File: src/rtl/kocnt_pkg.sv
// Package with the sizes, control types and helper functions of the key occurrence counter.
package kocnt_pkg;

	localparam int ENTRIES    = 64;
	localparam int KEY_BYTES  = 16;
	localparam int COUNT_BITS = 32;
	localparam int KEY_BITS   = 8 * KEY_BYTES;
	localparam int DIST_W     = $clog2(ENTRIES + 1);
	localparam int OUT_CNT_W  = 32;
	localparam int OUT_DIST_W = 7;

	typedef logic [KEY_BITS-1:0]   key_t;
	typedef logic [COUNT_BITS-1:0] count_t;
	typedef logic [DIST_W-1:0]     dist_t;

	typedef enum logic {
		OP_ADD    = 1'b0,
		OP_LOOKUP = 1'b1
	} op_t;

	typedef enum logic [1:0] {
		ST_IDLE   = 2'b01,
		ST_UPDATE = 2'b10
	} state_t;

	typedef struct packed {
		logic cmp_en;
		logic upd_en;
		logic alloc;
	} cell_ctrl_t;

	function automatic count_t count_inc(input count_t c);
		return (c == '1) ? c : c + count_t'(1);
	endfunction

	function automatic logic [OUT_CNT_W-1:0] count_out(input count_t c);
		logic [63:0] w;
		w = 64'(c);
		return (w > 64'(32'hFFFF_FFFF)) ? '1 : w[OUT_CNT_W-1:0];
	endfunction

	function automatic logic [OUT_DIST_W-1:0] dist_out(input dist_t d);
		logic [63:0] w;
		w = 64'(d);
		return (w > 64'(127)) ? '1 : w[OUT_DIST_W-1:0];
	endfunction

endpackage

File: src/rtl/kocnt_cell.sv
// One table entry: stored key, occurrence count, valid flag and registered match.
module kocnt_cell import kocnt_pkg::*; (
	input  logic       clk,
	input  logic       arst_n,
	input  cell_ctrl_t ctrl,
	input  key_t       key_cmp,
	input  key_t       key_wr,
	input  logic       prev_valid,
	output logic       valid,
	output logic       match,
	output count_t     count
);

	logic   valid_q;
	logic   match_q;
	key_t   key_q;
	count_t count_q;
	logic   claim;

	assign claim = ctrl.alloc & ~valid_q & prev_valid;

	always_ff @(posedge clk or negedge arst_n) begin
		if (!arst_n) begin
			valid_q <= 1'b0;
			match_q <= 1'b0;
		end else begin
			if (ctrl.cmp_en) begin
				match_q <= valid_q & (key_q == key_cmp);
			end
			if (claim) begin
				valid_q <= 1'b1;
			end
		end
	end

	always_ff @(posedge clk) begin
		if (claim) begin
			key_q   <= key_wr;
			count_q <= count_t'(1);
		end else if (ctrl.upd_en && match_q) begin
			count_q <= count_inc(count_q);
		end
	end

	assign valid = valid_q;
	assign match = match_q;
	assign count = count_q;

endmodule

File: config.mk
export PLATFORM = sky130hd
export DESIGN_NAME = kocnt_cell
export DESIGN_NICKNAME = d
export VERILOG_FILES = /design/src/rtl/kocnt_pkg.sv /design/src/rtl/kocnt_cell.sv
export SDC_FILE = /design/constraint.sdc
export NUM_CORES = 1
export LEC_CHECK = 0
export ABC_AREA = 0
export ABC_CLOCK_PERIOD_IN_PS = 13300
export BUFFER_PORTS_ARGS = -buffer_cell sky130_fd_sc_hd__buf_4
export CORE_ASPECT_RATIO = 0.9
export CORE_MARGIN = 5
export CORE_UTILIZATION = 52
export CTS_CLUSTER_DIAMETER = 100
export DETAILED_ROUTE_END_ITERATION = 8
export MAX_ROUTING_LAYER = met4
export PLACE_DENSITY = 0.82
export SETUP_SLACK_MARGIN = 0.3
export SYNTH_ARGS = -nofsm -noshare
export SYNTH_HDL_FRONTEND = slang
export SYNTH_SLANG_ARGS = --single-unit
File: constraint.sdc
create_clock -name clk -period 13.3 [get_ports clk]
set_input_delay 0.665 -clock clk [delete_from_list [all_inputs] [get_ports clk]]
set_output_delay 0.665 -clock clk [all_outputs]
set_load 0.05 [all_outputs]
After elaboration in Yosys (flattened, before gate mapping)
Index checks and enable logic that the tools add are counted.
{"block": "totals", "register_bits": 162, "latchBits": 0, "ramBits": 0, "mem_bits_ro": 0, "inputBits": 262, "out_inout_bits": 34, "memories": 0}
{"block": "op_classes", "addsub": 1, "n_mul": 0, "n_div": 0, "order_cmp": 0, "n_eq_ne": 2, "shift": 0, "muxes": 0, "bitwise_logic": 5, "n_reduce_logical": 2}
{"cell": "$eq A128 B128 Y1", "n": 1}
{"cell": "$add A32 B1 Y32 const B", "n": 1}
{"cell": "$eq A32 B32 Y1 const B", "n": 1}
{"cell": "$and A1 B1 Y1", "n": 3}
{"cell": "$not A1 Y1", "n": 2}
{"cell": "$reduce_and A2 Y1", "n": 1}
{"cell": "$logic_and A1 B1 Y1", "n": 1}

Logic depth before layout (Yosys ltp)
{"block": "depth", "depth_word": 3, "mapped_depth": 8, "ltp_nobuf": 7}

Least setup slack after synthesis
Ideal clock, no wire load.
{"block": "synth_timing", "kind": "in2reg", "startpoint": "in prev_valid", "endpoint": "reg key_q[0] (enable)", "arrival_time_ps": 4611, "required_ps": 12758, "path_slack_ps": 8147, "stages": 3, "cell_sequence": "nand2_1 -> nor2_1 -> clkbuf_1"}
{"block": "synth_via", "elab_chain_len": 1}
{"element": "from (decl)", "line": "kocnt_cell.sv:8", "source": "input logic prev_valid,"}
{"element": "$and A1 B1 Y1", "line": "kocnt_cell.sv:20", "source": "assign claim = ctrl.alloc & ~valid_q & prev_valid;"}
{"element": "named net claim", "line": "kocnt_cell.sv:18", "source": "logic claim;"}
{"element": "to (signal assigned)", "line": "kocnt_cell.sv:38", "source": "key_q <= key_wr;"}
{"element": "to (decl)", "line": "kocnt_cell.sv:16", "source": "key_t key_q;"}
The timed path passes the listed nets, and every way through them passes these cells.
A chain may end at the register's enable or synchronous reset.

Worst setup path in the final report
{"block": "layout_timing", "startpoint": "reg count_q[25] (netlist: count[25])", "endpoint": "reg count_q[0] (netlist: count[0])"}
{"block": "layout_via", "elab_chain_len": 3}
{"element": "from (decl)", "line": "kocnt_cell.sv:17", "source": "count_t count_q;"}
{"element": "from (signal assigned)", "line": "kocnt_cell.sv:39", "source": "count_q <= count_t'(1);"}
{"element": "from (signal assigned)", "line": "kocnt_cell.sv:41", "source": "count_q <= count_inc(count_q);"}
{"element": "$eq A32 B32 Y1", "line": "kocnt_pkg.sv:33", "source": "return (c == '1) ? c : c + count_t'(1);"}
{"element": "$not A1 Y1 (no source line)"}
{"element": "$reduce_and A2 Y1 (no source line)"}
Every way passes these cells.

==> results.md <==
- Area taken by multi-input logic gates: 2250 um^2
- Row Count: 40
- Final Cycle Share: 21.6%
- Post-route DRC: 0
- Reg area: 4530 um^2
- Non-Filler Instances: 1048
- XOR/XNOR share of the synthesized area: 11.6%
- Status: complete, no violations
- Fin nets: 1130
- Sequential area share after synthesis: 64.6%
- Detailed-placement wirelength estimate: 16900 um
- Mux contribution to synthesized area: 0%
- Boundary Pins: 296
- Share of the synthesized area in the top cell type: 54.7%
- Max frequency: 348 MHz
- # clock sinks: 162
- Post-CTS setup buffers: 0
- Switch share: 21.9%
- Layout cells sized above 1: 38.0%
- Pre-CTS setup slack: 10.42 ns
- # setup viols final: 0
- Synth Area in Simple Gates: 12.4%
- Initial antenna violation count: 0
- R2r endpoint: count[0]$_SDFFE_PP1P_
- CTS tree: built
- H-tree Lvls: 4
- Resize count post-CTS: 0
- Complex-gate fraction of the synthesized area: 7.77%
- Maxcap violations: 0
- Reg clk slew, reported paths: 0.07 ns
- Switch Pwr: 244 uW
- CTS Root Cell: clkbuf_16
- Combinational group share of total power: 8.7%
- Mapped Nets: 818
- Slack of the worst reg-to-reg path: 10.43 ns
- First-pass GRT wire length: 31400 um
- Most frequent cell after synthesis: edfxtp_1
- Post-synth EDFFs: 128
- Synth Flop Type: edfxtp_1
- Final TNS setup: 0 ns
- R2R cell count: 6
- Kind of critical path: register to register
- Leak: 4.13 nW
- Hold Crit Class: input pin to register
- Vias per cell: 5.35
- TritonRoute pass-1 iters: 5
- Synthesized area: 7020 um^2
- Chip height: 120 um
- Clk buf depth: 2
- Die Wd: 132 um
- Largest family of logic cells by synthesized area: simple AND/OR/NAND/NOR gates
- Post-DP Area: 9450 um^2
- Total wire length: 21200 um
- Fill cell count: 912
- DIE AREA: 15900 um^2
- Vias: 5609
- RSZ-0062 raised after global routing: no
- Synth unique cells: 43
- Post-layout util: 75.2%
- CP arrival: 3.17 ns
- Layout Cell Area excl Fill: 10000 um^2
- GPL Wtd Cong: 0.973
- Vias in the first global route: 5924
- Core ar.: 13300 um^2
- Post-Synth Adder-Cell Area: 0.178%
- Hold Fails Final Rpt: 0
- Internal power: 869 uW
- CP startpoint: count[25]$_SDFFE_PP0P_
- Grt ovf: 0
- Worst-Skew Late Latency: 0.42 ns
- Largest net degree at the start of global routing: 90
- Crit. End Element: register
- Max-Slew Margin vs Limit: 15.4%
- Pwr dens: 111 nW/um^2
- Port Buffers: 295
- Worst IR Drop VDD: 101 uV
- Crit path to: count[0]$_SDFFE_PP1P_
- FF-to-FF Start: count[25]$_SDFFE_PP0P_
- Placed Instances: 1015
- Crit path time final: 2.87 ns
- Clk_skew: 0.0115 ns
- Req. time, crit path: 13.60 ns
- Worst setup SP type: register
- WL/cell: 20.2 um
- Cells after Synth: 555
- Synth top area cells: edfxtp_1 (55%), dfxtp_1 (9.1%), xor2_1 (6.4%)
- Clock power share: 42.0%
- Number of routed nets with antenna violations: 0
- Area Overhead vs Synth: 42.7%
- Worst setup margin: 10.43 ns
- Slew @ Worst Pin: 1.26 ns
- Antenna diodes: 0
- Synthesized area per cell: 12.6 um^2
- CP Max Fanout: 11
- CTS buffer count: 17
- Pins Over Slew Limit: 0
- GR Util All Layers: 27.0%
- Synth area leader: edfxtp_1
- Seq pwr share: 49.3%
- Yosys warns: 0
- #FFs+latches synth: 162
- Post-synthesis async set-or-reset flop share: 1.23%
- Hold-fix buffers, CTS: 1
- Starting Density: 52.7%
- Ranking of synthesized cells by instance count: edfxtp_1 (128), inv_1 (60), xor2_1 (51)
- Starting DRC count in detailed routing: 393
[power by group through the flow]
stage                     combinational (mW)  sequential, mW  clock, mW
after floorplan                       0.0192           0.565          0
after global placement                0.0941           0.560          0
after detailed placement              0.0960           0.560          0
after CTS                             0.0967           0.549      0.476
after global routing                   0.104           0.549      0.501
final                                 0.0967           0.549      0.468
[layout make-up]
cell class                      count  share of cell area (%)
Clock buffer                       18                    4.28
Clock inverter                     14                    1.31
Inverter                           60                    2.25
Multi-Input combinational cell    328                    22.4
Sequential cell                   162                    45.3
Tap cell                          168                    2.10
Timing Repair Buffer              298                    22.4
[metrics by stage]
stage	total power, mW	hold slack (ns)
global placement	0.654	0.454
CTS	1.12	0.394
finish	1.11	0.410
detailed placement	0.656	0.452
global route	1.15	0.388
floorplan	0.584	0.369
[flip-flops by register name (all words and copies together) (netlist names)]
| name | count |
|---|---|
| match | 1 |
| count | 32 |
| key_q | 128 |
| valid | 1 |
[cells in the final DEF (no fill, tap or decap), types with 3 or more instances in the layout]
master / count
a2111oi_0: 6
a21oi_1: 10
a22o_1: 6
a22oi_1: 4
and3_1: 7
buf_4: 297
clkbuf_16: 17
clkinvlp_4: 5
dfxtp_1: 32
edfxtp_1: 128
inv_1: 60
inv_6: 4
nand2_1: 18
nand2b_1: 13
nand3_1: 10
nand4_1: 21
nor2_1: 32
nor2b_1: 8
nor3_1: 9
nor4_1: 20
o2111ai_1: 4
o211ai_1: 3
o21ai_0: 8
o22ai_1: 20
o2bb2ai_1: 7
or3_1: 7
or4_1: 3
xnor2_1: 42
xor2_1: 51
[routing by layer]
metal / global-route usage (%) / vias up / routed length [um]
met5: - / - / 0
met4: 9.09 / 0 / 548
met3: 9.28 / 34 / 1830
met2: 46.9 / 259 / 11100
met1: 29.0 / 2650 / 7670
li1: - / 2666 / -
[how the worst min path moves through the flow]
stage,end,cells after the start,from
final,key_q[37]$_DFFE_PP_,1,key_wr[37]
after global placement,valid$_DFFE_PN0P_,1,arst_n
after detailed placement,valid$_DFFE_PN0P_,1,arst_n
after CTS,key_q[37]$_DFFE_PP_,1,key_wr[37]
after floorplan,match$_DFFE_PN0P_,0,arst_n
after global routing,key_q[92]$_DFFE_PP_,1,key_wr[92]
[logic make-up after synthesis]
logic type,count (synthesis)
adder cells (fa/ha/maj),1
XOR/XNOR,93
AO/OA/AOI/OAI,76
buffers and inverters,65
AND/OR/NAND/NOR,158
flip-flops,162
[critical path, stage by stage (launching register included)]
cell	delay (ns)
dfxtp_1	0.42
nand4_1	0.32
or3_1	0.51
nor4_1	1.05
nor2_1	0.18
xnor2_1	0.19
o21ai_0	0.09
No activity file was read; power rests on OpenSTA's default activity.
